## src/hdl/rpl_pkg.sv

```systemverilog
`default_nettype none

package rpl_pkg;

    // Column geometry
    localparam int FRAMES    = 16;
    localparam int LEDS      = 8;
    localparam int FRAME_W   = 4;
    localparam int LED_W     = 3;
    localparam int WORD_W    = 16;
    localparam int LEVEL_W   = 5;
    localparam int PAUSE_W   = 16;
    localparam int COLOR_W   = 2;
    localparam int CFG_IDX_W = 1;
    localparam int CFG_DAT_W = 16;

    // Pixel word layout: red 15:11, green 10:6, blue 4:0
    localparam int RED_LSB   = 11;
    localparam int GREEN_LSB = 6;
    localparam int BLUE_LSB  = 0;

    // Register reset values
    localparam logic [FRAME_W-1:0] LAST_FRAME_RST  = FRAME_W'(9);
    localparam logic [PAUSE_W-1:0] PAUSE_TICKS_RST = PAUSE_W'(750);

    // Configuration register indexes
    localparam logic [CFG_IDX_W-1:0] REG_LAST_FRAME  = 1'b0;
    localparam logic [CFG_IDX_W-1:0] REG_PAUSE_TICKS = 1'b1;

    typedef enum logic [COLOR_W-1:0] {
        COLOR_RED   = 2'd0,
        COLOR_GREEN = 2'd1,
        COLOR_BLUE  = 2'd2
    } t_color;

    typedef enum logic {
        OP_TICK  = 1'b0,
        OP_WRITE = 1'b1
    } t_op;

    typedef logic [LEVEL_W-1:0] t_level;

    // Pick one color channel out of a pixel word
    function automatic t_level level_of(input logic [WORD_W-1:0] word, input t_color color);
        t_level lvl;
        case (color)
            COLOR_RED:   lvl = word[RED_LSB +: LEVEL_W];
            COLOR_GREEN: lvl = word[GREEN_LSB +: LEVEL_W];
            COLOR_BLUE:  lvl = word[BLUE_LSB +: LEVEL_W];
            default:     lvl = '0;
        endcase
        return lvl;
    endfunction

endpackage

`default_nettype wire

```

## src/hdl/rgb_pov_pwm_line_driver_unit.sv

```systemverilog
`default_nettype none

// RGB POV column driver. Takes one beat per clock while the output side keeps up:
// a write beat stores one pixel word into the 16-frame store, a tick beat produces
// one LED line for the next color slot (red, green, blue in turn; duty count steps
// after blue), or a blank line while a pause runs. Two register stages: the first
// updates frame/duty/color/pause state and reads a whole frame row from the store
// on a frame latch, the second does the eight level compares into the output
// register, so a tick's line passes through both before it reaches the outputs, and
// one tick is taken every cycle while the output side keeps up. Store words have
// per-word valid bits cleared by reset, so no clearing pass is needed. Config writes
// are taken at any time (o_cfg_ready stays high) but are meant for idle periods.
module rgb_pov_pwm_line_driver_unit
    import rpl_pkg::*;
(
    input  wire                  i_clk,
    input  wire                  i_rst_n,
    // config write channel
    input  wire                  i_cfg_valid,
    output logic                 o_cfg_ready,
    input  wire  [CFG_IDX_W-1:0] i_cfg_index,
    input  wire  [CFG_DAT_W-1:0] i_cfg_data,
    // input beats
    input  wire                  i_in_valid,
    output logic                 o_in_ready,
    input  wire                  i_operation,
    input  wire  [FRAME_W-1:0]   i_frame_index,
    input  wire  [LED_W-1:0]     i_led_index,
    input  wire  [WORD_W-1:0]    i_pixel_word,
    // result beats
    output logic                 o_out_valid,
    input  wire                  i_out_ready,
    output logic [LEDS-1:0]      o_led_line,
    output logic [COLOR_W-1:0]   o_color_slot,
    output logic                 o_paused
);

    // Config registers
    logic [FRAME_W-1:0] r_last_frame;
    logic [PAUSE_W-1:0] r_pause_ticks;

    // Display state
    logic [FRAME_W-1:0] r_cur_frame, n_cur_frame;
    logic [LEVEL_W-1:0] r_duty, n_duty;
    t_color             r_color, n_color;
    logic [PAUSE_W-1:0] r_pause_left, n_pause_left;

    // Stage 1 registers
    logic               r_s1_valid;
    logic               r_s1_latch, n_latch;
    logic               r_s1_paused;
    t_color             r_s1_color;
    logic [LEVEL_W-1:0] r_s1_duty;

    // Frame store and per-word valid bits
    logic [LEDS*WORD_W-1:0] r_frame_mem [FRAMES];
    logic [LEDS-1:0]        r_word_vld  [FRAMES];
    logic [LEDS*WORD_W-1:0] r_rd_row;
    logic [LEDS-1:0]        r_rd_vld;

    // Latched levels
    t_level r_red_lvl   [LEDS];
    t_level r_green_lvl [LEDS];
    t_level r_blue_lvl  [LEDS];

    // Output register
    logic               r_out_valid;
    logic [LEDS-1:0]    r_led_line, n_led_line;
    t_color             r_out_color;
    logic               r_out_paused;

    logic in_acc, tick_acc, wr_acc, s1_adv;
    logic [FRAME_W:0] inc_frame;
    logic [LEDS*WORD_W-1:0] row_word;

    // Handshakes
    assign o_cfg_ready = 1'b1;
    assign s1_adv      = r_s1_valid && (!r_out_valid || i_out_ready);
    assign o_in_ready  = !r_s1_valid || s1_adv;
    assign in_acc      = i_in_valid && o_in_ready;
    assign tick_acc    = in_acc && (t_op'(i_operation) == OP_TICK);
    assign wr_acc      = in_acc && (t_op'(i_operation) == OP_WRITE);

    // Config writes
    always_ff @(posedge i_clk) begin
        if (!i_rst_n) begin
            r_last_frame  <= LAST_FRAME_RST;
            r_pause_ticks <= PAUSE_TICKS_RST;
        end else if (i_cfg_valid) begin
            case (i_cfg_index)
                REG_LAST_FRAME:  r_last_frame  <= i_cfg_data[FRAME_W-1:0];
                REG_PAUSE_TICKS: r_pause_ticks <= i_cfg_data[PAUSE_W-1:0];
                default: ;
            endcase
        end
    end

    // Tick state update: pause countdown, frame advance, color rotation, duty step
    always_comb begin
        n_cur_frame  = r_cur_frame;
        n_duty       = r_duty;
        n_color      = r_color;
        n_pause_left = r_pause_left;
        n_latch      = 1'b0;
        inc_frame    = {1'b0, r_cur_frame} + (FRAME_W+1)'(1);
        if (r_pause_left != '0) begin
            n_pause_left = r_pause_left - PAUSE_W'(1);
        end else begin
            if (r_duty == '0 && r_color == COLOR_BLUE) begin
                n_latch = 1'b1;
                if (inc_frame > {1'b0, r_last_frame}) begin
                    n_cur_frame  = '0;
                    n_pause_left = r_pause_ticks;
                end else begin
                    n_cur_frame = inc_frame[FRAME_W-1:0];
                end
            end
            case (r_color)
                COLOR_RED:   n_color = COLOR_GREEN;
                COLOR_GREEN: n_color = COLOR_BLUE;
                default:     n_color = COLOR_RED;
            endcase
            if (n_color == COLOR_BLUE) begin
                n_duty = r_duty + LEVEL_W'(1);
            end
        end
    end

    // Stage 1: state and pipeline control
    always_ff @(posedge i_clk) begin
        if (!i_rst_n) begin
            r_cur_frame  <= '0;
            r_duty       <= '0;
            r_color      <= COLOR_RED;
            r_pause_left <= '0;
            r_s1_valid   <= 1'b0;
            r_s1_latch   <= 1'b0;
            r_s1_paused  <= 1'b0;
            r_s1_color   <= COLOR_RED;
            r_s1_duty    <= '0;
        end else begin
            if (tick_acc) begin
                r_cur_frame  <= n_cur_frame;
                r_duty       <= n_duty;
                r_color      <= n_color;
                r_pause_left <= n_pause_left;
                r_s1_valid   <= 1'b1;
                r_s1_latch   <= n_latch;
                r_s1_paused  <= (r_pause_left != '0);
                r_s1_color   <= n_color;
                r_s1_duty    <= r_duty;
            end else if (s1_adv) begin
                r_s1_valid <= 1'b0;
            end
        end
    end

    // Frame store: word write, full row read on latch
    always_ff @(posedge i_clk) begin
        if (wr_acc) begin
            r_frame_mem[i_frame_index][i_led_index*WORD_W +: WORD_W] <= i_pixel_word;
        end
        if (tick_acc && n_latch) begin
            r_rd_row <= r_frame_mem[n_cur_frame];
        end
    end

    // Word valid bits; unwritten words read as zero
    always_ff @(posedge i_clk) begin
        if (!i_rst_n) begin
            for (int f = 0; f < FRAMES; f++) begin
                r_word_vld[f] <= '0;
            end
            r_rd_vld <= '0;
        end else begin
            if (wr_acc) begin
                r_word_vld[i_frame_index][i_led_index] <= 1'b1;
            end
            if (tick_acc && n_latch) begin
                r_rd_vld <= r_word_vld[n_cur_frame];
            end
        end
    end

    // Level compares for the slot
    always_comb begin
        for (int i = 0; i < LEDS; i++) begin
            row_word[i*WORD_W +: WORD_W] = r_rd_vld[i] ? r_rd_row[i*WORD_W +: WORD_W] : '0;
        end
        for (int i = 0; i < LEDS; i++) begin
            t_level lvl;
            if (r_s1_latch) begin
                lvl = level_of(row_word[i*WORD_W +: WORD_W], r_s1_color);
            end else begin
                case (r_s1_color)
                    COLOR_RED:   lvl = r_red_lvl[i];
                    COLOR_GREEN: lvl = r_green_lvl[i];
                    default:     lvl = r_blue_lvl[i];
                endcase
            end
            n_led_line[i] = !r_s1_paused && (lvl > r_s1_duty);
        end
    end

    // Latched levels, loaded when a new frame comes in
    always_ff @(posedge i_clk) begin
        if (!i_rst_n) begin
            for (int i = 0; i < LEDS; i++) begin
                r_red_lvl[i]   <= '0;
                r_green_lvl[i] <= '0;
                r_blue_lvl[i]  <= '0;
            end
        end else if (s1_adv && r_s1_latch) begin
            for (int i = 0; i < LEDS; i++) begin
                r_red_lvl[i]   <= level_of(row_word[i*WORD_W +: WORD_W], COLOR_RED);
                r_green_lvl[i] <= level_of(row_word[i*WORD_W +: WORD_W], COLOR_GREEN);
                r_blue_lvl[i]  <= level_of(row_word[i*WORD_W +: WORD_W], COLOR_BLUE);
            end
        end
    end

    // Output register
    always_ff @(posedge i_clk) begin
        if (!i_rst_n) begin
            r_out_valid <= 1'b0;
        end else if (s1_adv) begin
            r_out_valid <= 1'b1;
        end else if (i_out_ready) begin
            r_out_valid <= 1'b0;
        end
    end

    always_ff @(posedge i_clk) begin
        if (s1_adv) begin
            r_led_line   <= n_led_line;
            r_out_color  <= r_s1_color;
            r_out_paused <= r_s1_paused;
        end
    end

    assign o_out_valid  = r_out_valid;
    assign o_led_line   = r_led_line;
    assign o_color_slot = COLOR_W'(r_out_color);
    assign o_paused     = r_out_paused;

`ifndef ASSERT_OFF
    // A blank pause beat never lights an LED
    a_pause_dark: assert property (@(posedge i_clk) disable iff (!i_rst_n)
        o_out_valid && o_paused |-> o_led_line == '0)
        else $error("pause beat with LEDs lit");

    // A frame latch only happens on a non-pause red slot
    a_latch_red: assert property (@(posedge i_clk) disable iff (!i_rst_n)
        r_s1_valid && r_s1_latch |-> r_s1_color == COLOR_RED && !r_s1_paused)
        else $error("frame latch outside a red slot");

    // An empty first stage always accepts
    a_ready_empty: assert property (@(posedge i_clk) disable iff (!i_rst_n)
        !r_s1_valid |-> o_in_ready)
        else $error("stall with empty first stage");

    // A write beat never produces a result
    a_write_silent: assert property (@(posedge i_clk) disable iff (!i_rst_n)
        wr_acc |=> !r_s1_valid)
        else $error("write beat produced a result");
`endif

endmodule

`default_nettype wire

```

## config.mk

```make
export PLATFORM = sky130hd
export DESIGN_NAME = rgb_pov_pwm_line_driver_unit
export DESIGN_NICKNAME = d
export VERILOG_FILES = /design/src/hdl/rpl_pkg.sv /design/src/hdl/rgb_pov_pwm_line_driver_unit.sv
export SDC_FILE = /design/constraint.sdc
export NUM_CORES = 2
export LEC_CHECK = 0
export ABC_AREA = 1
export BUFFER_PORTS_ARGS = -buffer_cell sky130_fd_sc_hd__buf_2
export CAP_MARGIN = 20
export CORE_UTILIZATION = 45
export CTS_CLUSTER_DIAMETER = 40
export DETAILED_ROUTE_END_ITERATION = 16
export PLACE_DENSITY_LB_ADDON = 0.15
export SLEW_MARGIN = 20
export SYNTH_ARGS = -nofsm -noshare
export SYNTH_HDL_FRONTEND = slang
export SYNTH_SLANG_ARGS = --single-unit
```

## constraint.sdc

```tcl
create_clock -name i_clk -period 16.59 [get_ports i_clk]
set_clock_uncertainty 0.05 [all_clocks]
set_input_delay 0.8295 -clock i_clk [delete_from_list [all_inputs] [get_ports i_clk]]
set_output_delay 0.8295 -clock i_clk [all_outputs]
set_load 0.03 [all_outputs]
```

==> metrics.md <==
| Metric | Value |
|---|---|
| Largest net degree at the start of global routing | 193 |
| Design Area, Final | 0.112 mm^2 |
| EDFF count, synth | 2171 |
| Worst path buffer plus inverter count | 7 |
| DRT Pass-1 Iters | 7 |
| Cell variety after synth | 46 |
| Worst-Margin Slew | 1.27 ns |
| Grt ovf | 0 |
| Setup Total Neg Slack | 0 ns |
| FF-to-FF Start | r_s1_color[1] |
| Initial antenna violation count | 11 |
| Area Growth Syn to Fin | 15.8% |
| Switch share | 22.2% |
| # rows | 169 |
| Achievable frequency | 133 MHz |
| Layout cells sized above 1 | 11.9% |
| RR Endpoint | r_rd_row[67] |
| Worst path required time | 17.31 ns |
| Via count of the routed design | 65100 |
| Clock Pin Slew Worst Setup and Hold Paths | 0.06 ns |
| Async set-or-reset flop fraction in the synthesized netlist | 0% |
| Kind of cell adding the most delay to the critical path | buffers and inverters |
| Commonest cells post-synth | 2171 x edfxtp_1, 1284 x nand2_1, 1243 x nor2_1 |
| Clk pwr share | 50.8% |
| RSZ-0062 raised after global routing | no |
| Netlist Area Pre-Place | 0.0965 mm^2 |
| Part of the power in registers | 45.2% |
| CTS buffer count | 351 |
| Tot GR Track Use | 25.7% |
| Max_cap viols | 0 |
| Net Count, Synth | 8401 |
| YS warnings | 0 |
| Gate Count Post-Synth | 8305 |
| Max Root-Sink Buffers | 4 |
| Biggest area consumer among synthesized cells | edfxtp_1 |
| Critical Path Start Type | flip-flop |
| Final Slew Violations | 0 |
| Logic pwr share | 3.9% |
| Reg2Reg Setup Slack | 9.08 ns |
| Worst slew margin | 14.6% |
| P_int | 11.2 mW |
| Crit-path max FO | 180 |
| Critical-path top delay cell | buf_4 |
| Hold Path End | r_pause_ticks[9] |
| Hold depth | 3 |
| Placed cell areas | 0.0999 mm^2 |
| DR DRC count | 0 |
| Status | finished clean |
| ANT nets after route | 0 |
| Worst Hold Class | in2reg |
| Final nets | 8439 |
| Die Ht | 465 um |
| Root buffer cell | clkbuf_16 |
| Die Wd | 465 um |
| Final HPWL DP | 153000 um |
| Mapped Avg Cell Area | 11.6 um^2 |
| Critical Path Sink Type | flip-flop |
| Top post-synthesis cells by area | edfxtp_1 68%, nand2_1 5.0%, nor2_1 4.8%, nand3_1 4.2%, dfxtp_1 4.0% |
| Per-cell routed wire length | 24.7 um |
| Worst r2r path cells | 18 |
| Tcrit/Tclk final | 45.3% |
| Core ar. | 0.213 mm^2 |
| Setup violations, final | 0 |
| Crit path arrival time | 8.23 ns |
| Gp weighted congestion | 0.838 |
| Final hold violation count | 0 |
| Synthesis-stage register bit count | 2363 |
| Clock sink count | 2363 |
| CTS tree | yes |
| Net Sw Power | 3.20 mW |
| P_leak | 35.1 nW |
| PwrDens | 129 mW/mm^2 |
| Post-CTS Repair Setup Buffers | 0 |
| Top-count cell post-synth | edfxtp_1 |
| H-Tree Depth | 5 |
| Tmin final | 7.51 ns |
| DR vias/cell | 5.69 |
| DRT iter0 DRCs | 6930 |
| Top cell type's share of synthesized area | 67.5% |
| Initial core utilization | 45.4% |
| Synth Flop Type | edfxtp_1 |
| Crit path cell chain | inv_2, nor2_8, buf_4, inv_2, nor2_4, nand4_2, nand2_2, buf_4, nand2_8, inv_16, buf_4, buf_4, o21ai_0, o22ai_1, nand2_1, nand2_1, nand2_1, nand2_1 |
| Peak supply drop | 0.0985 mV |
| PortBufs | 57 |
| First-pass GRT wire length | 412000 um |
| Crit path largest cell delay | 0.95 ns |
| I/O pins | 60 |
| Vias in the first global route | 61300 |
| Setup CP Type | reg2reg |
| Min-Delay Startpoint | i_cfg_data[9] |
| Sequential share of the synthesized area | 71.5% |
| Total die area | 0.216 mm^2 |
| Worst-Skew Late Latency | 0.96 ns |
| Final WL | 283000 um |
[cells by family after synthesis]
kind of cell | count (synthesis) | share of synthesized area, %
adder cells (fa/ha/maj) | 50 | 0.648
XOR/XNOR | 8 | 0.0726
AND/OR/NAND/NOR | 3395 | 14.4
flip-flops | 2363 | 71.5
buffers and inverters | 922 | 3.96
AO/OA/AOI/OAI | 1566 | 9.36
other | 1 | 0.00389
[final cells by class]
type                            count  area, um^2
Fill cell                       18100      101000
Sequential cell                  2363       69000
Multi-Input combinational cell   5020       24300
Clock buffer                      396        9190
Tap cell                         2821        3530
Clock inverter                    230        2420
Timing Repair Buffer              254        1870
Inverter                          353        1360
Antenna cell                        5        12.5
[sequential cells by signal (all words and copies together) (netlist names), 2 cells and up]
name           flops
r_duty             5
r_rd_vld           8
r_pause_left      16
r_frame_mem     1920
r_blue_lvl        40
r_rd_row         120
o_led_line         8
r_cur_frame        4
r_word_vld       128
o_color_slot       2
r_green_lvl       40
r_s1_duty          5
r_red_lvl         40
r_pause_ticks     16
r_last_frame       4
r_s1_color         2
[cells in the final DEF (no fill, tap or decap), types with 10 or more instances in the layout]
| master | n |
|---|---|
| nor2_4 | 34 |
| edfxtp_1 | 2171 |
| clkinv_4 | 28 |
| o211ai_1 | 198 |
| clkbuf_16 | 360 |
| buf_4 | 183 |
| nand2_1 | 1270 |
| inv_6 | 41 |
| nor2_1 | 1082 |
| dfxtp_1 | 191 |
| clkinv_1 | 35 |
| o22ai_1 | 242 |
| clkinvlp_4 | 41 |
| bufinv_16 | 37 |
| o21ai_1 | 149 |
| nand4_1 | 13 |
| clkbuf_1 | 31 |
| clkinv_2 | 46 |
| nor3_1 | 25 |
| nand3_1 | 812 |
| ha_1 | 50 |
| o221ai_1 | 40 |
| inv_1 | 339 |
| o21ai_0 | 680 |
| buf_2 | 57 |
| o21bai_1 | 44 |
| a21oi_1 | 156 |
| nor2_2 | 132 |
| nand2_2 | 13 |
| a211oi_1 | 10 |
| o31ai_1 | 33 |
[power groups by stage]
stage	Clock, mW	Combinational [mW]	Sequential (mW)
floorplan	0	0.314	6.64
global placement	0	0.552	6.64
detailed placement	0	0.561	6.64
CTS	7.41	0.563	6.52
global route	7.65	0.613	6.52
finish	7.33	0.570	6.52
[routing by layer]
| layer | GRT usage [%] | up-vias | share of wire (%) |
|---|---|---|---|
| met5 | 0 | - | 0.016 |
| met4 | 10.3 | 6 | 4.0 |
| met3 | 4.55 | 573 | 7.5 |
| met2 | 40.9 | 2502 | 47 |
| met1 | 35.0 | 32200 | 42 |
| li1 | - | 29800 | - |
[stage by stage]
step	hold slack, ns	power (mW)	utilization, %	worst slack, ns	std cells
after global routing	0.0664	14.8	52.6	8.81	11400
after floorplan	0.380	6.96	-	8.55	8305
after detailed placement	0.401	7.21	47.0	9.34	10800
final	0.0707	14.4	52.6	9.08	11400
after global placement	0.403	7.20	46.9	9.35	10800
after CTS	0.0179	14.5	52.5	9.33	11400
[how the worst max path moves through the flow]
stage                             start           end  slack [ns]  cells past startpoint
after CTS                 r_s1_color[1]  r_rd_row[67]        9.33                     18
final                     r_s1_color[1]  r_rd_row[67]        9.08                     18
after floorplan             i_out_ready   r_rd_vld[0]        8.55                     13
after global placement    r_s1_color[1]  r_rd_row[67]        9.35                     18
after detailed placement  r_s1_color[1]  r_rd_row[79]        9.34                     18
after global routing      r_s1_color[1]  r_rd_row[67]        8.81                     18
[tightest hold or removal path: stages]
cell and delay (ns):
buf_2 0.08, nand2_1 0.04, o211ai_1 0.06
[what timing repair did]
action,4_1_cts,5_1_grt
gates resized for setup,0,0
endpoints found under the hold margin,3,0
hold buffers,3,0
(Power assumes the default switching activity.)
